===== src/design/set_assoc_cache_lru_tag_store_unit_macros.svh =====
// Assertion macros for the set-associative tag store.
// Used by the top level; no other dependencies.
`ifndef SET_ASSOC_CACHE_LRU_TAG_STORE_UNIT_MACROS_SVH
`define SET_ASSOC_CACHE_LRU_TAG_STORE_UNIT_MACROS_SVH

// Same-cycle implication, disabled in reset.
`define SACLT_ASSERT_IMPL(lbl, clk, rst_n, ante, cons, msg) \
    lbl: assert property (@(posedge clk) disable iff (!rst_n) (ante) |-> (cons)) \
        else $error(msg);

// Next-cycle implication, disabled in reset.
`define SACLT_ASSERT_NEXT(lbl, clk, rst_n, ante, cons, msg) \
    lbl: assert property (@(posedge clk) disable iff (!rst_n) (ante) |=> (cons)) \
        else $error(msg);

`endif


===== src/design/saclt_pkg.sv =====
// Shared constants, codes and types of the set-associative tag store.
// No dependencies.
`timescale 1ns / 1ps

package saclt_pkg;

    localparam int MAX_SETS   = 256;
    localparam int MAX_WAYS   = 4;
    localparam int AGE_WIDTH  = 16;

    localparam int ADDR_W     = 32;
    localparam int TAG_W      = 32;
    localparam int FUNC_W     = 3;
    localparam int CFG_IDX_W  = 2;
    localparam int CFG_DATA_W = 5;
    localparam int LOG2_W     = 5;
    localparam int WAYS_LOG_W = 2;

    // set and way indexes (sizes are powers of two)
    localparam int SET_W = (MAX_SETS > 1) ? $clog2(MAX_SETS) : 1;
    localparam int WAY_W = (MAX_WAYS > 1) ? $clog2(MAX_WAYS) : 1;

    // operation codes
    localparam logic [FUNC_W-1:0] FN_PROBE = 3'd0;
    localparam logic [FUNC_W-1:0] FN_TOUCH = 3'd1;
    localparam logic [FUNC_W-1:0] FN_FILL  = 3'd2;
    localparam logic [FUNC_W-1:0] FN_DIRTY = 3'd3;
    localparam logic [FUNC_W-1:0] FN_INVAL = 3'd4;

    // configuration register indexes
    localparam logic [CFG_IDX_W-1:0] CFG_BLOCK = 2'd0;
    localparam logic [CFG_IDX_W-1:0] CFG_CACHE = 2'd1;
    localparam logic [CFG_IDX_W-1:0] CFG_WAYS  = 2'd2;

    typedef struct packed {
        logic                 valid;
        logic                 dirty;
        logic [AGE_WIDTH-1:0] age;
        logic [TAG_W-1:0]     tag;
    } way_t;

    typedef way_t [MAX_WAYS-1:0] row_t;

    typedef struct packed {
        logic [FUNC_W-1:0]    func;
        logic [TAG_W-1:0]     tag;
        logic [AGE_WIDTH-1:0] best_age;
    } alu_ctl_t;

    typedef struct packed {
        logic match;
        logic older;
        way_t upd;
    } alu_res_t;

    typedef enum logic [2:0] {
        ST_IDLE,
        ST_DECODE,
        ST_READ,
        ST_LOAD,
        ST_SCAN,
        ST_RESOLVE,
        ST_WRITE
    } state_t;

endpackage


===== src/design/saclt_way_alu.sv =====
// Shared per-way unit: tag match, age compare and way update.
// Depends on saclt_pkg.
`timescale 1ns / 1ps

module saclt_way_alu
    import saclt_pkg::*;
(
    input  way_t     cur,
    input  alu_ctl_t ctl,
    output alu_res_t res
);

    localparam logic [AGE_WIDTH-1:0] AGE_MAX = '1;

    logic match;

    assign match = cur.valid && (cur.tag == ctl.tag);

    always_comb
    begin
        res.match = match;
        res.older = cur.age > ctl.best_age;
        res.upd   = cur;
        case (ctl.func)
            FN_TOUCH:
            begin
                if (match)
                begin
                    res.upd.age = '0;
                end
                else if (cur.age != AGE_MAX)
                begin
                    res.upd.age = cur.age + 1'b1;
                end
            end
            FN_DIRTY:
            begin
                if (match)
                begin
                    res.upd.dirty = 1'b1;
                end
            end
            FN_INVAL:
            begin
                if (match)
                begin
                    res.upd.valid = 1'b0;
                    res.upd.dirty = 1'b0;
                    res.upd.age   = '0;
                end
            end
            default:
            begin
                res.upd = cur;
            end
        endcase
    end

endmodule


===== config.mk =====
export PLATFORM = sky130hd
export DESIGN_NAME = saclt_way_alu
export DESIGN_NICKNAME = d
export VERILOG_FILES = /design/src/design/set_assoc_cache_lru_tag_store_unit_macros.svh /design/src/design/saclt_pkg.sv /design/src/design/saclt_way_alu.sv
export SDC_FILE = /design/constraint.sdc
export NUM_CORES = 1
export LEC_CHECK = 0
export BUFFER_PORTS_ARGS = -buffer_cell sky130_fd_sc_hd__clkbuf_2
export CAP_MARGIN = 20
export CORE_ASPECT_RATIO = 1.4
export CORE_MARGIN = 2
export CORE_UTILIZATION = 42
export DETAILED_ROUTE_END_ITERATION = 12
export PLACE_DENSITY = 0.89
export SLEW_MARGIN = 0
export SYNTH_ARGS = -nofsm -noshare
export SYNTH_HDL_FRONTEND = slang
export SYNTH_SLANG_ARGS = --single-unit

===== constraint.sdc =====
create_clock -name vclk -period 3.2
set_clock_uncertainty 0.05 [all_clocks]
set_input_delay 0.32 -clock vclk [all_inputs]
set_output_delay 0.32 -clock vclk [all_outputs]
set_load 0.02 [all_outputs]

# Yosys cells after proc, flatten, opt, wreduce, memory -nomap -nowiden
# Cells that the tools add are included.
word_totals:
  ff_bits: 0
  input_bits: 101
  out_inout_bits: 52
  word_cells: 15
classes:
  addsub: 1
  n_lt_le_gt_ge: 1
  n_eq_ne: 5
  mux: 7
  reduce_logical: 1
ops:
  columns: ["op", "count"]
  rows:
  - ["equality test 32 bit", 1]
  - ["2-to-1 mux 16 bit", 2]
  - ["one-hot mux 16 bit (2 select lines)", 1]
  - ["2-to-1 mux 18 bit", 1]
  - ["adder 16 x 1 -> 16 bit, second input constant", 1]
  - ["greater-than comparator 16 bit", 1]
  - ["!= test 16 bit, second input constant", 1]
  - ["equality test 3 x 1 -> 1 bit, second input constant", 1]
  - ["equality test 3 x 2 -> 1 bit, second input constant", 1]
  - ["equality test 3 bit, second input constant", 1]
  - ["2-to-1 mux 1 bit", 2]
  - ["one-hot mux 1 bit (2 select lines)", 1]
  - ["logical AND 1 bit", 1]

# Logic depth before layout (Yosys ltp)
logic_depth:
  depth_word: 4
  ltp_mapped: 8
  mapped_depth_nobuf: 8

# Worst setup path after synthesis
# Ideal clock, no wire load.
synth_path:
  path_kind: "input-to-output"
  start: "in cur[32] (netlist name)"
  end: "out res[34] (netlist name)"
  t_arrival_ps: 1736
  path_slack_ps: 1094
  path_stages: 7
  n_path_buf: 0
  path_cell_list: "ha_1 -> nand4_1 -> nor2_2 -> and3_1 -> nor2_1 -> a21oi_1 -> nor3_1"
synth_rtl:
  columns: ["element", "line_no", "text"]
  rows:
  - ["start: declaration", "saclt_way_alu.sv:8", "input way_t cur,"]
  - ["end: declaration", "saclt_way_alu.sv:10", "output alu_res_t res"]

==> results.json <==
{
  "drt-met1-wl_um": 1957,
  "crit_fanout": 8,
  "globalplace.congestion": 0.9424,
  "worst_slack_ns": 0.7500,
  "synth.area.top_cells": "xnor2_1, buf_4, ha_1, nand4_1, inv_1",
  "post-route-period-util_pct": 76.56,
  "grt_max_degree": 11,
  "crit_top_cell": "clkbuf_2",
  "hold_violations": 0,
  "overflow": 0,
  "hold_class": "input pin to output pin",
  "worst_ep_arrival_time_ns": 2.08,
  "yosysWarnings": 0,
  "p_leak_nw": 1.182,
  "crit_type": "input pin to output pin",
  "area_growth_pct": 34.87,
  "postCtsHoldBufs": 0,
  "wire_per_inst_um": 13.77,
  "synth_top_area_share_pct": 17.47,
  "tns_ns": 0,
  "portBuffers": 153,
  "fmax_mhz": 408.2,
  "post-cts-setup-buffers": 0,
  "crit_path_cell_trace": "clkbuf_2 -> xnor2_1 -> nand4_1 -> nor4_2 -> and2_1 -> and3_1 -> nor3_1 -> clkbuf_2",
  "drive_gt1_share_pct": 48.82,
  "drcViolationCount": 0,
  "synth.distinct_cells": 42,
  "dieArea_sq_mm": 0.004336,
  "status": "finished, final reports clean",
  "antenna_found_initial": 0,
  "num_io_pins": 153,
  "yosysSeqAreaShare_pct": 0,
  "place_ws_ns": 0.7035,
  "end_kind": "output pin",
  "power-per-cell-area_mw_per_mm2": 136.5,
  "cap_violations": 0,
  "dpl.hpwl_um": 4852,
  "antenna_left": 0,
  "num-fill-cells": 344,
  "syn_inst": 221,
  "cpPeakStageDelay_ns": 0.44,
  "cp_slowest_cell": "and3_1",
  "design.seq.count": 0,
  "top_layer_used": "met4",
  "layout_min_cycle_time_ns": 2.450,
  "wl_met2_um": 2873,
  "syn-cell-area_sq_mm": 0.001604,
  "grt.total_usage_pct": 23.11,
  "antenna_cells": 0,
  "vias": 2026,
  "rsz0062_at_grt": "false",
  "vias_per_cell": 5.304,
  "register_area_sq_um": 0,
  "setup_viol": 0,
  "die_w_um": 56.23,
  "drtIter0Drc": 66,
  "worst_ep_required_time_ns": 2.83,
  "avgSynthCellArea_sq_um": 7.258,
  "wirelength_um": 5261,
  "grt_pass1_wl_um": 8328,
  "synth.net_count": 339,
  "multi_input_area_sq_mm": 0.001274,
  "cts_resized": 0,
  "max_slew.worst_pin.slew_ns": 0.4462,
  "coreArea_sq_mm": 0.003643,
  "initial_utilization_pct": 44.02,
  "clkbuf_count": 0,
  "peakVddDrop_v": 0.0001170,
  "synth_largest_area_cell": "xnor2_1",
  "grt_pass1_vias": 1961,
  "dr.pass1.iters": 4,
  "wl_met3_um": 342,
  "placement_rows": 26,
  "nets": 460,
  "final-max-slew-violation-count": 0,
  "slew_headroom_pct": 70.25,
  "die_y_um": 77.12,
  "start_kind": "input pin"
}
-- cell type report --
class	count	area share, %
Tap cell	42	2.429
Multi-Input combinational cell	168	58.88
Inverter	19	3.297
Timing Repair Buffer	153	35.40
-- final timing paths --
kind                     from      end  depth (start not counted)
worst min-delay path  cur[31]  res[31]                          2
worst max-delay path  ctl[29]  res[35]                          8
-- power breakdown --
group	switching (mW)	leakage (nW)	total [mW]	internal (mW)
clock network	0	0	0	0
logic	0.163	1.18	0.295	0.132
registers	0	0	0	0
total	0.163	1.18	0.295	0.132
-- cells in the mapped netlist (2+ instances only) --
master and n:
nand2b_1 3, buf_4 33, and4_1 3, xnor2_1 32, o21ai_0 9, mux2i_1 2, or4_1 2, inv_1 18
nand3_1 8, nand2_1 7, nor2_1 8, nor3b_2 2, nor2_2 2, nor3_2 3, nor4_1 2, o21a_1 3
or3_1 2, nand4_1 17, a21o_1 5, a21oi_1 10, ha_1 17, nor3_1 6, nor4_2 2, and3_1 7
-- cell families after synthesis --
kind of cell	share of synthesized area [%]
adders and majority gates	13.26
muxes	1.248
and+or+nand+nor	33.15
xor gates and xnor gates	17.47
buffers and inverters	20.59
AOI/OAI and AO/OA	14.28
-- metrics by stage --
stage                     cell area, sq um  power [mW]  hold slack (ns)  util (%)  std cells
after floorplan                       1604      0.1835           0.7026         -        221
after global placement                2163      0.2884           0.8317     59.38        382
after global routing                  2163      0.3226           0.8359     59.38        382
final                                 2163      0.2953           0.8303     59.38        382
after detailed placement              2163      0.2950           0.8318     59.38        382
after CTS                             2163      0.2962           0.8322     59.38        382
-- worst max-delay path: cells and delay by family --
family                    cells  cell delay, ns
xor gates and xnor gates      1            0.23
buffers and inverters         2            0.27
and+or+nand+nor               5            1.27
-- placed cells by master, fill, tap and decap left out, drive strengths merged, types with 5 or more instances in the layout --
cell type  instances
clkbuf           153
xnor2             32
o21ai             11
a21oi             10
a21o               5
ha                17
and3               7
inv               18
nand2              7
nand4             18
nor3               9
nand3              9
nor2              10
-- metal layers --
layer / track usage (%) / up-vias
li1: - / 1012
met1: 25.15 / 916
met2: 47.06 / 90
met3: 1.686 / 8
met4: 4.286 / 0
met5: 0 / -
No activity file was read; power rests on OpenSTA's default activity.
